$ cat src/rtl/gtb_pkg.sv
// Shared constants, request type and font table for the glyph text blitter.
package gtb_pkg;

  localparam int PAGE_SIZE   = 64;
  localparam int MAX_TEXT    = 255;
  localparam int CELLS       = PAGE_SIZE * PAGE_SIZE;
  localparam int ADDR_W      = $clog2(CELLS);
  localparam int POS_W       = 13;
  localparam int GLYPH_ROWS  = 5;
  localparam int GLYPH_COLS  = 5;
  localparam int GLYPH_PITCH = 6;

  localparam logic signed [POS_W-1:0] PAGE_S  = POS_W'(PAGE_SIZE);
  localparam logic signed [POS_W-1:0] HALF_S  = POS_W'(PAGE_SIZE / 2);
  localparam logic signed [POS_W-1:0] PITCH_S = POS_W'(GLYPH_PITCH);
  localparam logic signed [POS_W-1:0] HPITCH_S = POS_W'(GLYPH_PITCH / 2);

  localparam logic [7:0] CELL_BLANK = 8'd46;
  localparam logic [7:0] CELL_SPACE = 8'd32;
  localparam logic [7:0] CELL_INK   = 8'd42;
  localparam logic [7:0] CHAR_A     = 8'd65;
  localparam logic [7:0] CHAR_Z     = 8'd90;

  localparam logic [1:0] CMD_DRAW  = 2'd0;
  localparam logic [1:0] CMD_READ  = 2'd1;
  localparam logic [1:0] CMD_CLEAR = 2'd2;

  localparam logic [1:0] ALIGN_LEFT   = 2'd0;
  localparam logic [1:0] ALIGN_RIGHT  = 2'd1;
  localparam logic [1:0] ALIGN_CENTRE = 2'd2;

  typedef enum logic [1:0] {
    K_CELL,
    K_GLYPH,
    K_READ,
    K_CLEAR
  } gtb_kind_t;

  // One classified request on its way to the back end
  typedef struct packed {
    gtb_kind_t                kind;
    logic [5:0]               row;
    logic signed [POS_W-1:0]  col;
    logic [7:0]               data;
    logic                     in_page;
  } gtb_req_t;

  // Glyph rows top to bottom, bit 4 of each row is the leftmost column
  localparam logic [24:0] FONT_ROM [26] = '{
    {5'h0E, 5'h11, 5'h1F, 5'h11, 5'h11}, {5'h1E, 5'h11, 5'h1E, 5'h11, 5'h1E},
    {5'h0F, 5'h11, 5'h10, 5'h10, 5'h0F}, {5'h1E, 5'h11, 5'h11, 5'h11, 5'h1E},
    {5'h1F, 5'h10, 5'h1C, 5'h10, 5'h1F}, {5'h1F, 5'h10, 5'h1C, 5'h10, 5'h10},
    {5'h0F, 5'h10, 5'h13, 5'h11, 5'h0E}, {5'h11, 5'h11, 5'h1F, 5'h11, 5'h11},
    {5'h1F, 5'h04, 5'h04, 5'h04, 5'h1F}, {5'h07, 5'h02, 5'h02, 5'h12, 5'h0C},
    {5'h11, 5'h12, 5'h1C, 5'h12, 5'h11}, {5'h10, 5'h10, 5'h10, 5'h10, 5'h1F},
    {5'h11, 5'h1B, 5'h15, 5'h11, 5'h11}, {5'h11, 5'h19, 5'h15, 5'h13, 5'h11},
    {5'h0E, 5'h11, 5'h11, 5'h11, 5'h0E}, {5'h1E, 5'h11, 5'h1E, 5'h10, 5'h10},
    {5'h0E, 5'h11, 5'h11, 5'h13, 5'h0F}, {5'h1E, 5'h11, 5'h1E, 5'h12, 5'h11},
    {5'h0F, 5'h10, 5'h0E, 5'h01, 5'h1E}, {5'h1F, 5'h15, 5'h04, 5'h04, 5'h0E},
    {5'h11, 5'h11, 5'h11, 5'h11, 5'h0E}, {5'h11, 5'h11, 5'h0A, 5'h0A, 5'h04},
    {5'h11, 5'h11, 5'h15, 5'h1B, 5'h11}, {5'h11, 5'h0A, 5'h04, 5'h0A, 5'h11},
    {5'h11, 5'h0A, 5'h04, 5'h04, 5'h04}, {5'h1F, 5'h02, 5'h04, 5'h08, 5'h1F}
  };

  function automatic logic font_bit(input logic [4:0] idx, input logic [2:0] i,
                                    input logic [2:0] j);
    logic [24:0] g;
    logic [4:0]  k;
    g = (idx < 5'd26) ? FONT_ROM[idx] : '0;
    k = 5'(24 - GLYPH_COLS * int'(i) - int'(j));
    return g[k];
  endfunction

  function automatic logic [ADDR_W-1:0] cell_addr(input logic [6:0] r,
                                                  input logic [6:0] c);
    logic [13:0] a;
    a = {7'b0, r} * 14'(PAGE_SIZE) + {7'b0, c};
    return a[ADDR_W-1:0];
  endfunction

endpackage

$ cat src/rtl/gtb_queue.sv
// Two-entry request queue between the front and back ends.
module gtb_queue (
  input  logic              clk,
  input  logic              rst_n,
  input  logic              push,
  input  gtb_pkg::gtb_req_t push_req,
  input  logic              pop,
  output gtb_pkg::gtb_req_t pop_req,
  output logic              full,
  output logic              empty
);
  import gtb_pkg::*;

  gtb_req_t   slot_r [2];
  logic       wr_ptr_r;
  logic       rd_ptr_r;
  logic [1:0] count_r;

  assign pop_req = slot_r[rd_ptr_r];
  assign full    = count_r == 2'd2;
  assign empty   = count_r == 2'd0;

  always_ff @(posedge clk) begin
    if (!rst_n) begin
      wr_ptr_r <= 1'b0;
      rd_ptr_r <= 1'b0;
      count_r  <= 2'd0;
    end else begin
      if (push) wr_ptr_r <= !wr_ptr_r;
      if (pop)  rd_ptr_r <= !rd_ptr_r;
      count_r <= count_r + 2'(push) - 2'(pop);
    end
  end

  always_ff @(posedge clk) begin
    if (push) slot_r[wr_ptr_r] <= push_req;
  end

endmodule

$ cat config.mk
export PLATFORM = sky130hd
export DESIGN_NAME = gtb_queue
export DESIGN_NICKNAME = d
export VERILOG_FILES = /design/src/rtl/gtb_pkg.sv /design/src/rtl/gtb_queue.sv
export SDC_FILE = /design/constraint.sdc
export NUM_CORES = 1
export LEC_CHECK = 0
export BUFFER_PORTS_ARGS = -buffer_cell sky130_fd_sc_hd__clkbuf_2
export CAP_MARGIN = 40
export CORE_MARGIN = 5
export CORE_UTILIZATION = 30
export DETAILED_ROUTE_END_ITERATION = 12
export GPL_TIMING_DRIVEN = 1
export SETUP_SLACK_MARGIN = 0.15
export SLEW_MARGIN = 10
export SYNTH_ARGS = -nofsm -noshare
export SYNTH_HDL_FRONTEND = slang
export SYNTH_SLANG_ARGS = --single-unit
$ cat constraint.sdc
create_clock -name clk -period 2.4 [get_ports clk]
set_clock_uncertainty 0.05 [all_clocks]
set_input_delay 0.48 -clock clk [delete_from_list [all_inputs] [get_ports clk]]
set_output_delay 0.48 -clock clk [all_outputs]
set_load 0.005 [all_outputs]
# --- After elaboration in Yosys (flattened, before gate mapping) ---
# Memory sizes are Yosys's and may differ from the RTL's. A register that Yosys moved wholly into a read port is not among the register bits.
# Index checks and enable logic that the tools add are counted.
totals:
  input_bits: 34
  ff_bits: 4
  ramBits: 60
  wordCells: 14
  mem_count: 1
op_classes:
  mux: 4
  addsub: 2
  n_reduce_logical: 3
  n_eq_ne: 1
memory_table:
  columns: ["memory", "depth", "word_bits", "rd", "rd_clocked_by_memory_dff", "write_ports", "line", "rtl"]
  rows:
  - ["slot_r", 2, 30, 1, 1, 1, "gtb_queue.sv:14", "gtb_req_t slot_r [2];"]
ops:
  columns: ["operator", "count"]
  rows:
  - ["two-way mux 1 bit", 4]
  - ["adder 2 x 1 -> 2 bit", 1]
  - ["== test 2 bit, second input constant", 1]
  - ["zero test 1 bit", 2]
  - ["zero test 2 bit", 1]
  - ["subtractor 2 x 1 -> 2 bit", 1]

# --- Depth between registers and ports, before layout ---
# Gate-level depths: netlist of run 1.
logic_depth:
  word_depth: 3
  mapped_depth: 6

# --- Least setup slack after synthesis of run 1 ---
# Ideal clock, no wire load.
synth_timing:
  path_kind: "input -> register"
  start: "in push"
  end: "mem slot_r[0][0] (netlist name) (enable)"
  path_stages: 1
  path_buffers: 0
  required_ps: 1928
  path_slack_ps: 55
  t_arrival_ps: 1873
  path_cell_list: "nor2b_1"
synth_between:
  elab_chain_cells: 2
synth_lines:
  columns: ["element", "line", "rtl"]
  rows:
  - ["start, declared", "gtb_queue.sv:5", "input logic push,"]
  - ["two-way mux 1 bit", "gtb_queue.sv:36", "if (push) slot_r[wr_ptr_r] <= push_req;"]
  - ["two-way mux 1 bit (not written as such)", "gtb_queue.sv:36", null]
  - ["end, declared", "gtb_queue.sv:14", null]
# Every way passes these cells.

==> results.txt, run 1 <==
MaxCap Viol Count - 0
# setup viols final - 0
final period utilization - 82.2%
final net count - 228
RSZ-0062 raised after global routing - no
initial antenna violation count - 0
largest net degree at the start of global routing - 23
Slowest-stage cell, CP - mux2_2
met2 wire len - 1.92 mm
IO buf count - 65
Synth Register Bits - 65
Vias/cell - 4.08
row count - 32
sequential element share of the synthesized area - 79.3%
Area growth syn-to-layout - 30.0%
number of post-CTS setup repair buffers - 0
Synth Net Count - 150
post-place setup slack - 730 ps
VDD IR max - 230 uV
startpoint types - flip-flop
GPL Wtd Cong - 0.671
Max clock buf depth - 2
diodes inserted - 0
Power Dens Cells - 863 nW/um2
Pins Over Slew Limit - 0
HPWL after detailed placement - 2.90 mm
post-route minimum period - 1970 ps
clk sink count - 65
Metal-1 WL - 1.81 mm
Post-Place Cells - 283
slew margin rel. - 72.3%
vias in the first global route - 1295
WL final - 4.13 mm
P_leak - 1.21 nW
Starting Density - 30.9%
Tot GR Track Use - 8.78%
# resized after CTS - 0
Setup CP Type - flip-flop to output pin
DRC viols - 0
layout cells sized above 1 - 58.9%
Die Width - 99.4 um
final hold vios - 0
final cell count without fillers - 299
grt total ovfl - 0
CP peak stage delay - 380 ps
Final WS setup - 426 ps
CP required - 1870 ps
Post-Syn Instances - 114
setup TNS - 0 ps
Boundary Pins - 66
Unique masters post-synth - 12
Highest Clock Rate - 507 MHz
Hold WC Path Type - primary input to flip-flop
Mapped Area - 2400 um2
met3 wire length - 326 um
clk root buf - clkbuf_8
Initial DRT Pass Iterations - 2
Detail Route Antenna Nets - 0
Yosys Warn Count - 0
crit end category - output pin
status - finished clean
Syn Area/Cell - 21.0 um2
Iter 0 DRT Violations - 17
DR WL/cell - 13.8 um
Placeable Area - 7770 um2
Critical Path AT - 1440 ps
top sig layer - met4
critical path fanouts, max - 20
TritonCTS buffer count - 9
H-tree levels - 3
Die Area - 9880 um2
first-pass GRT wire length - 6.40 mm
CTS hold repair buffers - 0
Clock Latency Late Sink - 330 ps
via count - 1221
critical path, cell by cell - buf_4 > mux2_2 > clkbuf_2
Worst Max-Slew Pin Slew - 414 ps
DIE HEIGHT - 99.4 um
CTS clk-pin slew, worst paths - 70 ps
CTS tree - built
==> registers in the layout, summed over array words and instances (netlist names), named ones only <==
signal / flops
wr_ptr_r: 1
rd_ptr_r: 1
slot_r: 60
count_r: 2
==> synthesized netlist by cell type <==
master | number | share of area, %
buf_6 | 3 | 1.4
mux2_2 | 30 | 14
dfxtp_1 | 5 | 4.2
and2_1 | 4 | 1.0
edfxtp_1 | 60 | 75
nor2_1 | 1 | 0.16
xnor3_1 | 1 | 0.94
ha_1 | 2 | 1.0
o21a_1 | 1 | 0.31
inv_1 | 2 | 0.31
nor2b_1 | 4 | 1.0
xor2_1 | 1 | 0.37
==> through the flow <==
stage | instance area, um2 | total power, W | hold WS (ps) | util [%]
final | 3120 | 0.00269 | 285 | 40.1
after global routing | 3120 | 0.00281 | 258 | 40.1
after CTS | 3120 | 0.00274 | 261 | 40.1
after detailed placement | 2880 | 0.00163 | 529 | 37.0
after global placement | 2880 | 0.00162 | 527 | 37.0
after floorplan | 2400 | 0.00150 | 505 | -
==> critical path, delay by kind of cell (launching register included) <==
family	cells	cell delay, ps
flip-flops	1	330
buffers and inverters	2	400
multiplexers	1	380
==> logic make-up after synthesis <==
logic type | count (synthesis) | share of synthesized area, %
AOI/OAI and AO/OA | 1 | 0.313
xor gates and xnor gates | 2 | 1.30
adders and majority gates | 2 | 1.04
buffers and inverters | 5 | 1.72
DFF | 65 | 79.3
muxes | 30 | 14.1
and+or+nand+nor | 9 | 2.24
==> final cells by class <==
| cell class | instances | area [um2] |
|---|---|---|
| fill | 716 | 4650 |
| sequential | 65 | 1900 |
| multi-input combinational | 44 | 463 |
| timing repair buffer | 70 | 375 |
| tap | 102 | 128 |
| clock buffer | 9 | 124 |
| clock inverter | 7 | 119 |
| inverter | 2 | 7.51 |
==> per-layer routing <==
metal  vias to the layer above  global-route usage [%]
met5                         -                       0
met4                         0                    4.41
met3                         9                    4.28
met2                        43                    13.2
met1                       575                    10.4
li1                        594                       -
==> placed cells by master, fill, tap and decap left out <==
cell,instances
o21a_1,1
clkbuf_8,9
clkbuf_2,65
bufinv_16,3
buf_12,1
nor2b_1,3
ha_1,2
clkinv_1,1
edfxtp_1,60
buf_4,4
xnor3_1,1
clkinv_4,2
nor2_1,1
mux2_2,30
nor2b_4,1
inv_1,2
dfxtp_1,5
xor2_1,1
clkinvlp_4,1
and2_1,4
==> power breakdown <==
| part | switching [W] | internal, W | total [W] |
|---|---|---|---|
| combinational | 0.000118 | 0.000149 | 0.000267 |
| sequential | 0.0000193 | 0.00131 | 0.00133 |
| clock | 0.000407 | 0.000689 | 0.00110 |
| total | 0.000545 | 0.00215 | 0.00269 |
==> final timing paths <==
check                             startpoint       endpoint  slack (ps)  depth (start not counted)
worst max register to register    count_r[0]     count_r[1]         930                          6
worst max-delay path               flip-flop    pop_req[14]         430                          3
worst min-delay path            push_req[12]  slot_r[1][12]         290                          1
worst min register to register      rd_ptr_r       rd_ptr_r         540                          2
(Power assumes the default switching activity.)
==> inputs of run 2 (changes only) <==
Settings changed: ABC_AREA from default to 1.
Clock period 2.4 ns to 1.9 ns, I/O delays scaled along.
==> run 2 against run 1 <==
  * Total power increased by 27%
  * Count of clock-buffer cells in the layout unchanged
  * Critical path type unchanged
  * Largest cell class unchanged
  * Global-route usage increased by 0.54 points
  * Hold slack got worse by 110 ps
  * Die area increased by 4.2%
  * Via count increased by 5.5%
  * Critical endpoint is now pop_req[5]
==> results.txt, run 2 <==
status - finished clean (unchanged)
Highest Clock Rate - 563 MHz
startpoint types - flip-flop (unchanged)
final hold vios - 0 (unchanged)
final cell count without fillers - 313 (was 299)
top cells by count, synth - 60 x edfxtp_1, 30 x mux2_4, 9 x nor2_1 (was 60 x edfxtp_1, 30 x mux2_2, 5 x dfxtp_1)
Async SR Flop Fraction - 0% (unchanged)
CP required - 1470 ps (was 1870 ps)
max FFs per register - 60 (unchanged)
largest register by flop count - slot_r (unchanged)
vias in the first global route - 1392 (was 1295)
post-layout util - 40.1% (about the same)
Post-Syn Instances - 126 (was 114)
Final Instance Area - 3280 um2 (was 3120 um2)
WL final - 4.45 mm (was 4.13 mm)
largest net degree at the start of global routing - 31 (was 23)
Boundary Pins - 66 (unchanged)
post-route minimum period - 1780 ps
Top Registers - slot_r (60), count_r (2) (unchanged)
Syn Area/Cell - 19.9 um2 (was 21.0 um2)
area share of the largest cell type after synthesis - 71.7% (was 75.1%)
clk root buf - clkbuf_8 (unchanged)
grt total ovfl - 0 (unchanged)
RSZ-0062 raised after global routing - yes (was no)
setup TNS - 0 ps (unchanged)
Area growth syn-to-layout - 30.4% (was 30.0%)
number of post-CTS setup repair buffers - 0 (unchanged)
initial antenna violation count - 0 (unchanged)
HPWL after detailed placement - 2.90 mm (about the same)
IO buf count - 65 (unchanged)
TritonCTS buffer count - 9 (unchanged)
post-synthesis compound-gate area fraction - 0.199% (was 0.313%)
count leader, synth - edfxtp_1 (unchanged)
Post-Place Cells - 296 (was 283)
Post-Synth XOR/XNOR Area - 0% (was 1.30%)
largest family of logic cells by synthesized area - multiplexers (unchanged)
Power Dens Cells - 1040 nW/um2 (was 863 nW/um2)
Placeable Area - 8180 um2 (was 7770 um2)
Setup CP Type - flip-flop to output pin (unchanged)
# setup viols final - 0 (unchanged)
multiplexer share of the synthesized area - 17.9% (was 14.1%)
DRC viols - 0 (unchanged)
CTS clk-pin slew, worst paths - 70 ps (about the same)
Top FF cell, synth - edfxtp_1 (unchanged)
r2r setup slk - 690 ps (was 930 ps)
reg2reg end - count_r[1] (unchanged)
VDD IR max - 368 uV (was 230 uV)
commonest non-fill, non-tap cell in the layout - clkbuf_2 (unchanged)
crit path to - pop_req[5] (was pop_req[14])
P_leak - 1.35 nW (was 1.21 nW)
most frequent cells in the layout - 65 x clkbuf_2, 60 x edfxtp_1, 30 x mux2_4, 9 x clkbuf_8 (was 65 x clkbuf_2, 60 x edfxtp_1, 30 x mux2_2, 9 x clkbuf_8, 5 x dfxtp_1)
GPL Wtd Cong - 0.683 (was 0.671)
Yosys Warn Count - 0 (unchanged)
Initial DRT Pass Iterations - 4 (was 2)
clk sink count - 65 (unchanged)
CTS tree - built (unchanged)
Critical Path AT - 1350 ps (was 1440 ps)
sequential element share of the synthesized area - 75.7% (was 79.3%)
critical path fanouts, max - 15 (was 20)
Detail Route Antenna Nets - 0 (unchanged)
Synth Net Count - 162 (was 150)
DIE HEIGHT - 101 um (was 99.4 um)
Synth Register Bits - 65 (unchanged)
crit end category - output pin (unchanged)
via count - 1288 (was 1221)
MaxCap Viol Count - 0 (unchanged)
Clock Latency Late Sink - 330 ps (about the same)
H-tree levels - 3 (unchanged)
Worst Max-Slew Pin Slew - 185 ps (was 414 ps)
Unique masters post-synth - 10 (was 12)
post-place setup slack - 433 ps (was 730 ps)
RR Startpoint - count_r[0] (unchanged)
simple-gate share of the synthesized area - 2.74% (was 2.24%)
final period utilization - 93.5%
DR WL/cell - 14.2 um (was 13.8 um)
fillers - 777 (was 716)
Placement Cell Area - 3000 um2 (was 2880 um2)
Vias/cell - 4.12 (was 4.08)
Final WS setup - 123 ps (was 426 ps)
Tot GR Track Use - 9.32% (was 8.78%)
Die Area - 10300 um2 (was 9880 um2)
final net count - 239 (was 228)
Iter 0 DRT Violations - 30 (was 17)
Hold WC Path Type - primary input to flip-flop (unchanged)
top cells by area, synth - edfxtp_1 72%, mux2_4 18%, dfxtp_1 4.0% (was edfxtp_1 75%, mux2_2 14%, dfxtp_1 4.2%)
first-pass GRT wire length - 6.87 mm (was 6.40 mm)
Pins Over Slew Limit - 0 (unchanged)
layout cells sized above 1 - 55.8% (was 58.9%)
Synth area leader - edfxtp_1 (unchanged)
Max clock buf depth - 2 (unchanged)
Starting Density - 30.7% (was 30.9%)
diodes inserted - 0 (unchanged)
Post-synth EDFFs - 60 (unchanged)
slew margin rel. - 87.7% (was 72.3%)
Post-Synth Adder-Cell Area - 0.997% (was 1.04%)
row count - 33 (was 32)
depth of the most critical reg-to-reg path - 7 (was 6)
Die Width - 101 um (was 99.4 um)
Mapped Area - 2510 um2 (was 2400 um2)
run 2: cells by family after synthesis:
| family | after synthesis |
|---|---|
| compound gates | 1 |
| fa+ha+maj | 2 |
| buf+inv | 10 |
| flops | 65 |
| mux | 30 |
| simple gates | 18 |
run 2: area by class of cell:
| type | count | area [um2] | area share, % |
|---|---|---|---|
| inverter | 7 | 26.3 | 0.802 |
| clock buffer | 9 | 124 | 3.78 |
| multi-input combinational | 51 | 557 | 17.0 |
| sequential | 65 | 1910 | 58.2 |
| tap | 105 | 131 | 4.01 |
| timing repair buffer | 69 | 413 | 12.6 |
| clock inverter | 7 | 119 | 3.63 |
run 2: worst min path at each step:
stage	from	endpoint	depth (start not counted)
3_3_place_gp	rd_ptr_r	rd_ptr_r	2
3_5_place_dp	rd_ptr_r	rd_ptr_r	2
5_1_grt	push_req[25]	slot_r[0][25]	1
6_report	push_req[25]	slot_r[1][25]	1
2_1_floorplan	rd_ptr_r	flip-flop	2
4_1_cts	push_req[25]	slot_r[0][25]	1
run 2: through the flow:
stage,hold WS [ps],power [W]
floorplan,413,0.00190
global placement,428,0.00205
finish,180,0.00342
global route,160,0.00357
CTS,163,0.00348
detailed placement,447,0.00206
run 2: layer usage:
metal  GRT usage, %  part of all wire (%)  up-vias
li1               -                     -      625
met1           10.5                    40      615
met5              0                     0        -
met3           4.68                   8.8        4
met4           3.68                  0.76        0
met2           15.1                    51       44
run 2: power breakdown:
| group | internal, W | switching, W |
|---|---|---|
| clock network | 0.000871 | 0.000518 |
| logic | 0.000197 | 0.000154 |
| registers | 0.00165 | 0.0000263 |
| total | 0.00272 | 0.000698 |
run 2: worst max-delay path, cell delays in order (launching register included):
cell and delay [ps]:
dfxtp_4 390, buf_12 180, mux2_4 320, clkbuf_2 120
run 2: repair_timing:
action | 4_1_cts | 5_1_grt
endpoints found under the setup margin | 30 | 30
cloned | 1 | 0
gates resized for setup | 2 | 0
hold buffers | 0 | 0
