## src/rtl/gtb_pkg.sv

```systemverilog
// Shared constants, request type and font table for the glyph text blitter.
package gtb_pkg;

  localparam int PAGE_SIZE   = 64;
  localparam int MAX_TEXT    = 255;
  localparam int CELLS       = PAGE_SIZE * PAGE_SIZE;
  localparam int ADDR_W      = $clog2(CELLS);
  localparam int POS_W       = 13;
  localparam int GLYPH_ROWS  = 5;
  localparam int GLYPH_COLS  = 5;
  localparam int GLYPH_PITCH = 6;

  localparam logic signed [POS_W-1:0] PAGE_S  = POS_W'(PAGE_SIZE);
  localparam logic signed [POS_W-1:0] HALF_S  = POS_W'(PAGE_SIZE / 2);
  localparam logic signed [POS_W-1:0] PITCH_S = POS_W'(GLYPH_PITCH);
  localparam logic signed [POS_W-1:0] HPITCH_S = POS_W'(GLYPH_PITCH / 2);

  localparam logic [7:0] CELL_BLANK = 8'd46;
  localparam logic [7:0] CELL_SPACE = 8'd32;
  localparam logic [7:0] CELL_INK   = 8'd42;
  localparam logic [7:0] CHAR_A     = 8'd65;
  localparam logic [7:0] CHAR_Z     = 8'd90;

  localparam logic [1:0] CMD_DRAW  = 2'd0;
  localparam logic [1:0] CMD_READ  = 2'd1;
  localparam logic [1:0] CMD_CLEAR = 2'd2;

  localparam logic [1:0] ALIGN_LEFT   = 2'd0;
  localparam logic [1:0] ALIGN_RIGHT  = 2'd1;
  localparam logic [1:0] ALIGN_CENTRE = 2'd2;

  typedef enum logic [1:0] {
    K_CELL,
    K_GLYPH,
    K_READ,
    K_CLEAR
  } gtb_kind_t;

  // One classified request on its way to the back end
  typedef struct packed {
    gtb_kind_t                kind;
    logic [5:0]               row;
    logic signed [POS_W-1:0]  col;
    logic [7:0]               data;
    logic                     in_page;
  } gtb_req_t;

  // Glyph rows top to bottom, bit 4 of each row is the leftmost column
  localparam logic [24:0] FONT_ROM [26] = '{
    {5'h0E, 5'h11, 5'h1F, 5'h11, 5'h11}, {5'h1E, 5'h11, 5'h1E, 5'h11, 5'h1E},
    {5'h0F, 5'h11, 5'h10, 5'h10, 5'h0F}, {5'h1E, 5'h11, 5'h11, 5'h11, 5'h1E},
    {5'h1F, 5'h10, 5'h1C, 5'h10, 5'h1F}, {5'h1F, 5'h10, 5'h1C, 5'h10, 5'h10},
    {5'h0F, 5'h10, 5'h13, 5'h11, 5'h0E}, {5'h11, 5'h11, 5'h1F, 5'h11, 5'h11},
    {5'h1F, 5'h04, 5'h04, 5'h04, 5'h1F}, {5'h07, 5'h02, 5'h02, 5'h12, 5'h0C},
    {5'h11, 5'h12, 5'h1C, 5'h12, 5'h11}, {5'h10, 5'h10, 5'h10, 5'h10, 5'h1F},
    {5'h11, 5'h1B, 5'h15, 5'h11, 5'h11}, {5'h11, 5'h19, 5'h15, 5'h13, 5'h11},
    {5'h0E, 5'h11, 5'h11, 5'h11, 5'h0E}, {5'h1E, 5'h11, 5'h1E, 5'h10, 5'h10},
    {5'h0E, 5'h11, 5'h11, 5'h13, 5'h0F}, {5'h1E, 5'h11, 5'h1E, 5'h12, 5'h11},
    {5'h0F, 5'h10, 5'h0E, 5'h01, 5'h1E}, {5'h1F, 5'h15, 5'h04, 5'h04, 5'h0E},
    {5'h11, 5'h11, 5'h11, 5'h11, 5'h0E}, {5'h11, 5'h11, 5'h0A, 5'h0A, 5'h04},
    {5'h11, 5'h11, 5'h15, 5'h1B, 5'h11}, {5'h11, 5'h0A, 5'h04, 5'h0A, 5'h11},
    {5'h11, 5'h0A, 5'h04, 5'h04, 5'h04}, {5'h1F, 5'h02, 5'h04, 5'h08, 5'h1F}
  };

  function automatic logic font_bit(input logic [4:0] idx, input logic [2:0] i,
                                    input logic [2:0] j);
    logic [24:0] g;
    logic [4:0]  k;
    g = (idx < 5'd26) ? FONT_ROM[idx] : '0;
    k = 5'(24 - GLYPH_COLS * int'(i) - int'(j));
    return g[k];
  endfunction

  function automatic logic [ADDR_W-1:0] cell_addr(input logic [6:0] r,
                                                  input logic [6:0] c);
    logic [13:0] a;
    a = {7'b0, r} * 14'(PAGE_SIZE) + {7'b0, c};
    return a[ADDR_W-1:0];
  endfunction

endpackage

```

## src/rtl/gtb_front.sv

```systemverilog
// Front end: takes a request, works out placement and clipping, and queues it.
module gtb_front (
  input  logic              start,
  input  logic              busy,
  input  logic [1:0]        in_command,
  input  logic [1:0]        in_align,
  input  logic              in_large_font,
  input  logic [5:0]        in_row,
  input  logic [5:0]        in_column,
  input  logic [7:0]        in_text_length,
  input  logic [7:0]        in_char_position,
  input  logic [7:0]        in_char_code,
  output logic              push,
  output gtb_pkg::gtb_req_t push_req
);
  import gtb_pkg::*;

  logic [7:0]              len;
  logic signed [POS_W-1:0] len_s;
  logic signed [POS_W-1:0] pos_s;
  logic signed [POS_W-1:0] col_s;
  logic signed [POS_W-1:0] x_small;
  logic signed [POS_W-1:0] x_large;
  logic                    skip;
  logic                    row_in;
  logic                    x_in;
  logic                    letter;

  assign len   = (in_text_length > 8'(MAX_TEXT)) ? 8'(MAX_TEXT) : in_text_length;
  assign len_s = $signed({5'b0, len});
  assign pos_s = $signed({5'b0, in_char_position});
  assign col_s = $signed({7'b0, in_column});

  assign skip   = (in_char_code == CELL_SPACE) || (in_char_position >= len) ||
                  (in_align > ALIGN_CENTRE);
  assign row_in = {1'b0, in_row} < 7'(PAGE_SIZE);
  assign x_in   = !x_small[POS_W-1] && (x_small < PAGE_S);
  assign letter = (in_char_code >= CHAR_A) && (in_char_code <= CHAR_Z);

  always_comb begin
    case (in_align)
      ALIGN_LEFT: begin
        x_small = col_s + pos_s;
        x_large = col_s + PITCH_S * pos_s;
      end
      ALIGN_RIGHT: begin
        x_small = PAGE_S - len_s + pos_s;
        x_large = PAGE_S - PITCH_S * (len_s - pos_s);
      end
      ALIGN_CENTRE: begin
        x_small = HALF_S - (len_s >>> 1) + pos_s;
        x_large = HALF_S - HPITCH_S * len_s + PITCH_S * pos_s;
      end
      default: begin
        x_small = '0;
        x_large = '0;
      end
    endcase
  end

  always_comb begin
    logic go;
    go               = 1'b0;
    push_req.kind    = K_CELL;
    push_req.row     = in_row;
    push_req.col     = col_s;
    push_req.data    = in_char_code;
    push_req.in_page = 1'b0;
    case (in_command)
      CMD_DRAW: begin
        if (!skip && !in_large_font) begin
          go           = row_in && x_in;
          push_req.col = x_small;
        end else if (!skip && letter) begin
          go            = 1'b1;
          push_req.kind = K_GLYPH;
          push_req.col  = x_large;
          push_req.data = in_char_code - CHAR_A;
        end
      end
      CMD_READ: begin
        go               = 1'b1;
        push_req.kind    = K_READ;
        push_req.in_page = row_in && ({1'b0, in_column} < 7'(PAGE_SIZE));
      end
      CMD_CLEAR: begin
        go            = 1'b1;
        push_req.kind = K_CLEAR;
      end
      default: go = 1'b0;
    endcase
    push = start && !busy && go;
  end

endmodule

```

## config.mk

```make
export PLATFORM = sky130hd
export DESIGN_NAME = gtb_front
export DESIGN_NICKNAME = d
export VERILOG_FILES = /design/src/rtl/gtb_pkg.sv /design/src/rtl/gtb_front.sv
export SDC_FILE = /design/constraint.sdc
export NUM_CORES = 1
export LEC_CHECK = 0
export ABC_CLOCK_PERIOD_IN_PS = 5500
export BUFFER_PORTS_ARGS = -buffer_cell sky130_fd_sc_hd__buf_2
export CORE_ASPECT_RATIO = 0.6
export CORE_MARGIN = 5
export CORE_UTILIZATION = 55
export DETAILED_ROUTE_END_ITERATION = 10
export PLACE_DENSITY = 0.82
export SLEW_MARGIN = 20
export SYNTH_ARGS = -nofsm -noshare
export SYNTH_HDL_FRONTEND = slang
export SYNTH_SLANG_ARGS = --single-unit
```

## constraint.sdc

```tcl
create_clock -name vclk -period 5.5
set_input_delay 0.825 -clock vclk [all_inputs]
set_output_delay 0.825 -clock vclk [all_outputs]
set_load 0.005 [all_outputs]
```

Word level (Yosys, flattened, before mapping) --
Cells that the tools add are included.
Word-level totals: flip-flop bits (word level) 0, input port bits 43, output and inout port bits 31, logic and storage cells 54
Operators by class: add/sub/neg operators 11, multiply operators 3, $lt $le $gt $ge 6, equal/unequal tests 5, mux-type cells 14, reduce and logical (&&, ||, !) cells 15
Operator list (number):
- case mux 13 bit (3 select lines) | 2
- two-way mux 21 bit | 2
- multiplier 2 x 8 -> 10 bit (first input constant) | 2
- two-way mux 8 bit | 2
- adder 11 x 12 -> 13 bit | 1
- adder 7 x 13 -> 13 bit | 1
- < comparator 13 x 8 -> 1 bit (second input constant) | 1
- two-way mux 13 bit | 1
- subtractor 8 x 13 -> 13 bit (first input constant) | 1
- multiplier 3 x 9 -> 12 bit (first input constant) | 1
- subtractor 6 x 10 -> 11 bit (first input constant) | 1
- adder 8 x 9 -> 10 bit | 1
- adder 9 x 9 -> 10 bit | 1
- adder 6 x 8 -> 9 bit | 1
- subtractor 7 x 8 -> 9 bit (first input constant) | 1
- subtractor 8 x 8 -> 9 bit | 1
- equality test 8 x 6 -> 1 bit (second input constant) | 1
- >= comparator 8 x 7 -> 1 bit (second input constant) | 1
- >= comparator 8 bit | 1
- greater-than comparator 8 bit (second input constant) | 1
- <= comparator 8 x 7 -> 1 bit (second input constant) | 1
- subtractor 6 x 7 -> 8 bit (first input constant) | 1
- subtractor 8 x 7 -> 8 bit (second input constant) | 1
- logical AND 1 bit | 6
- other kinds (10) | 21

Longest topological paths before layout --
Gate-level depths: netlist (run 1).
depth after elaboration 11, gate-level depth with buffers 19

Least setup slack after synthesis (run 1) --
Ideal clock, no wire load.
kind in2out, from input port in_text_length[0], to output port push_req[21] in the netlist's numbering, data arrival time 4.788 ns, data required time 4.675 ns, setup slack -0.113 ns, stages 17, path buffers 1, cells stage by stage inv_1 > ha_1 > inv_1 > fa_1 > a21o_1 > a21oi_1 > xnor2_1 > ha_1 > ha_1 > clkbuf_1 > xor2_1 > or3_4 > a2111oi_4 > a21boi_0 > o31ai_1 > mux2_4 > a211oi_2
RTL lines:
- start: declaration | RTL line gtb_front.sv:10 | input logic [7:0] in_text_length,
- end: declaration | RTL line gtb_front.sv:14 | output gtb_pkg::gtb_req_t push_req

==> impl_metrics.yaml, run 1 <==
placement:
  dpl.hpwl_um: 11980
  dpl_worst_slack_ns: -0.5516
  place_congestion: 1.049
  portBuffers: 62
  dp.cells: 774
logic_synthesis:
  synthAdderAreaFrac_pct: 29.97
  synth_mux_area_share_pct: 1.818
  synthesis.area_um2: 4267
  synth_warnings: 0
  synthSimpleGateAreaFrac_pct: 15.78
  yosysUniqueCellTypes: 70
  netlist_top_cells_count: "ha_1, inv_1, xnor2_1"
  syn_area_per_cell_um2: 7.472
  synth_most_common_cell: "ha_1"
  netlist_top_cells_area: "ha_1, xnor2_1, xor2_1, o21ai_0, inv_1"
  synth_compound_area_share_pct: 32.14
  netlist.area_leader.share_pct: 26.69
  synthCells: 571
  synth_top_cell_by_area: "ha_1"
  synth_top_family_by_area: "compound AO/OA/AOI/OAI gates"
  syn_nets: 712
  seq_area_frac_synth_pct: 0
  synth_xor_xnor_area_share_pct: 13.96
timing:
  relSlewSlack_pct: 52.44
  setup_viol: 4
  fmax_mhz: 177.0
  finalCriticalPeriod_ns: 5.651
  worst_pin_slew_ns: 0.7070
  hold_slack_ns: 1.650
  rsz0062_at_grt: "yes"
  period_share_pct: 102.7
  fin_ws_ns: -0.1511
  maxSlewViolCount: 0
  hold_viol: 0
floorplan:
  start_util_pct: 57.52
  dieArea_um2: 9677
  coreArea_um2: 7417
  die_h_um: 78.23
  rows: 24
  die_x_um: 123.7
  io_pins: 74
drt:
  drt_iter0_drc: 532
  drt_pass1_iterations: 5
  drc: 0
  wl_per_cell_um: 18.93
  final_antenna_net_count: 0
  route.met3.wl_um: 1746
  vias_per_cell: 6.340
  routedLengthMet1_um: 6179
  routed.top_layer: "met4"
  dr_wl_met2_um: 6499
  wl_um: 14860
  num_vias: 4977
worst_setup_path:
  path_max_fanout: 3
  required_ns: 4.68
  cp_slowest_cell: "a2111oi_4"
  cp_top_family: "compound AO/OA/AOI/OAI gates"
  slowest_delay_ns: 0.34
  critPathCaptureType: "output pin"
  path_cells: "buf_2 > ha_4 > nor2b_1 > o21a_1 > nor2_1 > xnor2_1 > ha_1 > ha_1 > buf_4 > a21oi_1 > o2111ai_4 > xor2_2 > a2111oi_4 > a21boi_1 > o31ai_2 > mux2_4 > a211oi_2 > buf_2"
  cp_num_buf_inv: 3
  critPathLaunchType: "input pin"
  arrival_ns: 4.83
  path_class: "in2out"
cells_and_area:
  seqCellArea_um2: 0
  layout.nets: 824
  drive_gt1_share_pct: 27.02
  antenna_cells: 0
  instances_no_fill: 785
  syn2layout_area_growth_pct: 27.60
  clock_buffers: 0
  nFlopsAndLatches: 0
run_status:
  status: "finished with violations"
  violations: "setup timing"
run:
  drv_cap: 0
grt:
  grt_max_degree: 25
  gr-total-overflow: 0
  grt_pass1_wl_um: 22830
  grt_pass1_vias: 4719
  antenna_found_initial: 0
  grt_usage_pct: 28.62
hold_path:
  hold_depth: 0
  worstHoldStart: "in_row[0]"
  hp-class: "in2out"
  worstHoldEndpoint: "push_req[22]"
power_and_ir_drop:
  peakVddDrop_mv: 0.1741
  total_power_w: 0.001492
  power.density_nw_per_um2: 274.1
  cellLeakagePower_nw: 2.577
clock_tree:
  holdBufCountCts: 0
==> repair_timing <==
action / CTS / global route
pin swaps: 23 / 11
resized for setup: 38 / 27
endpoints found under the setup margin: 5 / 4
setup buffers: 7 / 4
==> worst max path at each step <==
stage                    to  slack (ns)  cells after the start         startpoint
4_1_cts        push_req[21]       -0.05                     21  in_text_length[0]
3_3_place_gp   push_req[21]       -0.34                     21  in_text_length[0]
2_1_floorplan  push_req[21]       0.009                     17  in_text_length[0]
6_report       push_req[21]       -0.15                     18  in_text_length[1]
3_5_place_dp   push_req[21]       -0.55                     21  in_text_length[0]
5_1_grt        push_req[21]       -0.33                     18  in_text_length[1]
==> logic make-up after synthesis <==
family	count (synthesis)
adders and majority gates	98
muxes	7
and+or+nand+nor	136
AOI/OAI and AO/OA	196
buffers and inverters	66
xor gates and xnor gates	68
==> metal layers <==
metal / vias up / GRT usage, %
met3: 50 / 5.747
met2: 282 / 46.04
met1: 2317 / 39.32
met4: 0 / 6.519
met5: - / 0
li1: 2328 / -
==> where the power goes <==
part	total (W)	switching (W)	internal, W	leakage (nW)
logic	0.00149	0.000781	0.000712	2.58
clock network	0	0	0	0
registers	0	0	0	0
==> cell usage in the layout (no fill, tap or decap), drive strengths merged, types with 6 or more instances in the layout <==
cell type	Yosys	final
buf	7	123
ha	91	91
inv	51	51
xnor2	41	41
nor2	39	39
o21ai	39	39
nand2	37	37
a21oi	35	35
xor2	27	27
a211oi	18	18
a21o	15	15
o21a	11	11
o211ai	8	8
a22oi	8	8
nand3	8	8
nand2b	7	7
fa	7	7
nor2b	6	6
or3	6	6
==> metrics by stage <==
| stage | area [um^2] | util [%] | setup TNS (ns) |
|---|---|---|---|
| detailed placement | 5035 | 67.88 | -1.309 |
| floorplan | 4290 | - | 0 |
| finish | 5444 | 73.40 | -0.2308 |
| global placement | 5035 | 67.88 | -0.5808 |
| CTS | 5253 | 70.82 | -0.05160 |
| global route | 5444 | 73.40 | -0.9808 |
==> layout make-up <==
| type | count | area, um^2 |
|---|---|---|
| timing repair buffer | 123 | 788.3 |
| multi-input combinational | 505 | 4322 |
| fill | 567 | 1973 |
| inverter | 53 | 203.9 |
| tap | 104 | 130.1 |
(Power assumes the default switching activity.)
==> run 2: changes to the inputs <==
--- a/config.mk
+++ b/config.mk
@@ -7,7 +7,7 @@
 export LEC_CHECK = 0
 export ABC_CLOCK_PERIOD_IN_PS = 5500
 export BUFFER_PORTS_ARGS = -buffer_cell sky130_fd_sc_hd__buf_2
-export CORE_ASPECT_RATIO = 0.6
+export CORE_ASPECT_RATIO = 0.9
 export CORE_MARGIN = 5
 export CORE_UTILIZATION = 55
 export DETAILED_ROUTE_END_ITERATION = 10
==> impl_metrics.yaml, run 2 (synthesized netlist as in run 1, its figures left out) <==
run_status:
  status: "finished with violations"
  violations: "setup timing"
grt:
  use_met1_pct: 34.14
  grt_max_degree: 18
  grtUsageMet3_pct: 5.145
  gr-total-overflow: 0
  antenna_found_initial: 0
  grt_pass1_wl_um: 20620
  top_usage_layer: "met2"
  grt_pass1_vias: 4413
  grt_usage_pct: 26.37
  grt_use_met2_pct: 45.00
cells_and_area:
  nFlopsAndLatches: 0
  final_common_cell: "ha_1"
  clock_buffers: 0
  final_cell_mix: "ha_1, buf_4, buf_2, inv_1, xnor2_1"
  layout.nets: 829
  antenna_cells: 0
  fin_area_um2: 5444
  seqCellArea_um2: 0
  drive_gt1_share_pct: 27.41
  syn2layout_area_growth_pct: 27.60
  instances_no_fill: 782
  fillCellCount: 585
timing:
  finalCriticalPeriod_ns: 5.750
  hold_viol: 0
  maxSlewViolCount: 0
  period_share_pct: 104.5
  worst_pin_slew_ns: 0.7193
  fmax_mhz: 173.9
  setup_viol: 4
  fin_ws_ns: -0.2498
  relSlewSlack_pct: 51.62
  rsz0062_at_grt: "yes"
worst_setup_path:
  critPathCaptureType: "output pin"
  path_max_fanout: 5
  required_ns: 4.68
  arrival_ns: 4.92
  critPathLaunchType: "input pin"
  path_class: "in2out"
drt:
  drc: 0
  wl_um: 14260
  wl_per_cell_um: 18.24
  final_antenna_net_count: 0
  vias_per_cell: 6.248
  drt_pass1_iterations: 5
  num_vias: 4886
  drt_iter0_drc: 468
run:
  drv_cap: 0
placement:
  dpl_worst_slack_ns: -0.3586
  placed_cell_area_um2: 5077
  portBuffers: 62
  place_congestion: 1.099
  dpl.hpwl_um: 11260
  dp.cells: 773
power_and_ir_drop:
  p_sw_share_pct: 51.90
  cellLeakagePower_nw: 2.591
  switchingPower_w: 0.0007874
  combPwrFrac_pct: 100.0
  seq_power_share_pct: 0
  clkPwrFrac_pct: 0
  internal_power_w: 0.0007297
  power.density_nw_per_um2: 278.7
  total_power_w: 0.001517
  peakVddDrop_mv: 0.3162
floorplan:
  start_util_pct: 56.55
  die_h_um: 93.56
  coreArea_um2: 7545
  dieArea_um2: 9621
  die_x_um: 102.8
  rows: 30
  io_pins: 74
hold_path:
  hp-class: "in2out"
==> run 2: changes by cell type in the layout (fill, tap and decap cells not counted), sizes merged <==
cell and change:
buf +5
==> run 2: path summary, 6_finish.rpt <==
check	from	to	slack (ns)	cells after the start
max	in_text_length[0]	push_req[21]	-0.25	23
min	in_row[0]	push_req[22]	1.65	0
==> run 2: what timing repair did <==
action,in CTS,in global routing
buffers inserted,3,6
pin swaps,12,34
endpoints found under the setup margin,4,4
hold buffers,0,0
gates resized for setup,26,36
hold endpoints to repair,0,0
==> run 2: layer usage <==
layer | routed length, um | up-vias
met5 | 0 | -
met2 | 6496 | 230
met1 | 5867 | 2275
li1 | - | 2345
met4 | 407 | 0
met3 | 1488 | 36
==> run 2: power groups by stage <==
stage / combinational (W) / clock, W / sequential (W)
floorplan: 0.000804 / 0 / 0
global placement: 0.00118 / 0 / 0
detailed placement: 0.00123 / 0 / 0
CTS: 0.00132 / 0 / 0
global route: 0.00162 / 0 / 0
finish: 0.00152 / 0 / 0
==> run 2: final cells by class <==
class	instances	area (um^2)	area share, %
Inverter	53	206.4	3.792
Multi-Input combinational cell	505	4295	78.90
Tap cell	96	120.1	2.206
Timing Repair Buffer	128	822.0	15.10
==> run 2: worst max-delay path, cell delays in order <==
cell and delay, ns:
buf_8 0.10, inv_6 0.06, ha_4 0.12, inv_2 0.03
fa_2 0.35, a21o_1 0.17, a21oi_2 0.17, o21bai_1 0.13
a21oi_2 0.22, xnor2_2 0.16, xor2_1 0.32, ha_4 0.29
buf_6 0.13, o21a_1 0.12, nand4b_1 0.10, nand4_1 0.19
a2111oi_4 0.34, buf_4 0.18, and3_4 0.19, o31ai_4 0.07
mux2_4 0.30, a211oi_2 0.20, buf_2 0.14
==> run 2: metrics by stage <==
stage	util, %	hold slack (ns)	setup TNS, ns
after global routing	72.16	1.650	-1.293
after floorplan	-	1.705	0
after global placement	67.30	1.650	-0.7443
final	72.16	1.650	-0.6741
after CTS	69.07	1.650	-0.01042
after detailed placement	67.30	1.650	-1.071
==> run 3: changes to the inputs <==
--- a/config.mk
+++ b/config.mk
@@ -11,7 +11,7 @@
 export CORE_MARGIN = 5
 export CORE_UTILIZATION = 55
 export DETAILED_ROUTE_END_ITERATION = 10
-export PLACE_DENSITY = 0.82
+export PLACE_DENSITY = 0.79
 export SLEW_MARGIN = 20
 export SYNTH_ARGS = -nofsm -noshare
 export SYNTH_HDL_FRONTEND = slang
==> impl_metrics.yaml, run 3 (synthesized netlist as in run 1, its figures left out) <==
cells_and_area:
  fin_util_pct: 71.77
  seqCellArea_um2: 0
  instances_no_fill: 773
  nFlopsAndLatches: 0
  clock_buffers: 0
  final_common_cell: "ha_1"
  layout.nets: 820
  drive_gt1_share_pct: 26.74
  final_cell_mix: "ha_1, buf_2, buf_4, inv_1"
  syn2layout_area_growth_pct: 26.92
  antenna_cells: 0
drt:
  wl_per_cell_um: 18.26
  drt_iter0_drc: 323
  vias_per_cell: 6.232
  num_vias: 4817
  drt_pass1_iterations: 6
  final_antenna_net_count: 0
  drc: 0
  wl_um: 14110
grt:
  antenna_found_initial: 0
  grt_pass1_vias: 4543
  gr-total-overflow: 0
  grt_pass1_wl_um: 21690
  grt_max_degree: 15
  grt_usage_pct: 27.63
power_and_ir_drop:
  cellLeakagePower_nw: 2.573
  seq_power_share_pct: 0
  combPwrFrac_pct: 100.0
  peakVddDrop_mv: 0.2998
  total_power_w: 0.001478
  internal_power_w: 0.0007032
  power.density_nw_per_um2: 273.0
  switchingPower_w: 0.0007750
  p_sw_share_pct: 52.43
  clkPwrFrac_pct: 0
run_status:
  status: "finished with violations"
  violations: "setup timing"
worst_setup_path:
  required_ns: 4.68
  slowest_delay_ns: 0.40
  path_max_fanout: 6
  arrival_ns: 4.87
  path_cells: "buf_8 > inv_6 > ha_4 > inv_2 > fa_2 > a21o_1 > a21oi_4 > o21bai_1 > a21oi_2 > xnor2_2 > xor2_2 > ha_4 > nand3_4 > buf_6 > o211ai_1 > o41ai_1 > buf_4 > xor2_2 > nor3b_4 > xor2_1 > nand2_1 > a311oi_2 > buf_2"
  critPathLaunchType: "input pin"
  path_class: "in2out"
  cp_slowest_cell: "o41ai_1"
  critPathCaptureType: "output pin"
placement:
  dp.cells: 762
  dpl_worst_slack_ns: -0.3652
  place_congestion: 1.012
  dpl.hpwl_um: 11250
  portBuffers: 62
floorplan:
  rows: 30
  die_h_um: 93.56
  io_pins: 74
  coreArea_um2: 7545
  die_x_um: 102.8
  start_util_pct: 56.55
  dieArea_um2: 9621
timing:
  relSlewSlack_pct: 52.70
  setup_tns_ns: -0.4633
  worst_pin_slew_ns: 0.7047
  setup_viol: 4
  finalCriticalPeriod_ns: 5.698
  period_share_pct: 103.6
  fin_ws_ns: -0.1981
  maxSlewViolCount: 0
  fmax_mhz: 175.5
  rsz0062_at_grt: "yes"
  hold_viol: 0
hold_path:
  hp-class: "in2out"
  hold_depth: 0
run:
  drv_cap: 0
## run 3: changes by cell type in the layout (fill, tap and decap cells not counted), sizes merged
cell  change
buf       -9
## run 3: timing repair
| item | 4_1_cts | 5_1_grt |
|---|---|---|
| buffers inserted | 7 | 4 |
| gates resized for setup | 46 | 25 |
| endpoints found under the setup margin | 4 | 5 |
| pin swaps | 33 | 18 |
| hold buffers | 0 | 0 |
| cloned | 0 | 0 |
## run 3: layout make-up
cell class | instances | area, um^2
fill | 579 | 2130
inverter | 53 | 206.4
multi-input combinational | 505 | 4327
tap | 96 | 120.1
timing repair buffer | 119 | 762.0
## run 3: metal layers
layer / share of wire [%] / global-route usage [%] / vias up
met4: 2.2 / 5.502 / 0
met5: 0 / 0 / -
met3: 8.5 / 3.057 / 28
met2: 48 / 48.60 / 201
met1: 42 / 36.14 / 2259
li1: - / - / 2329
## run 3: worst max-delay path: cells and delay by family
kind	cells	cell delay, ns
AO/OA/AOI/OAI	7	1.46
AND/OR/NAND/NOR	3	0.43
adder cells (fa/ha/maj)	3	0.77
XOR/XNOR	4	0.75
buffers and inverters	6	0.65
## run 3: final timing paths
kind / from / end / slack (ns)
max: in_text_length[0] / push_req[20] / -0.20
min: in_row[1] / push_req[23] / 1.65
## run 3: metrics by stage
stage	hold WS (ns)	area, um^2
final	1.650	5415
after global routing	1.650	5415
after CTS	1.650	5273
after detailed placement	1.650	4995
after global placement	1.650	4995
after floorplan	1.705	4290
## run 3: power by group through the flow
stage	registers, W	logic [W]	clock network [W]
floorplan	0	0.000804	0
global placement	0	0.00115	0
detailed placement	0	0.00119	0
CTS	0	0.00137	0
global route	0	0.00160	0
finish	0	0.00148	0
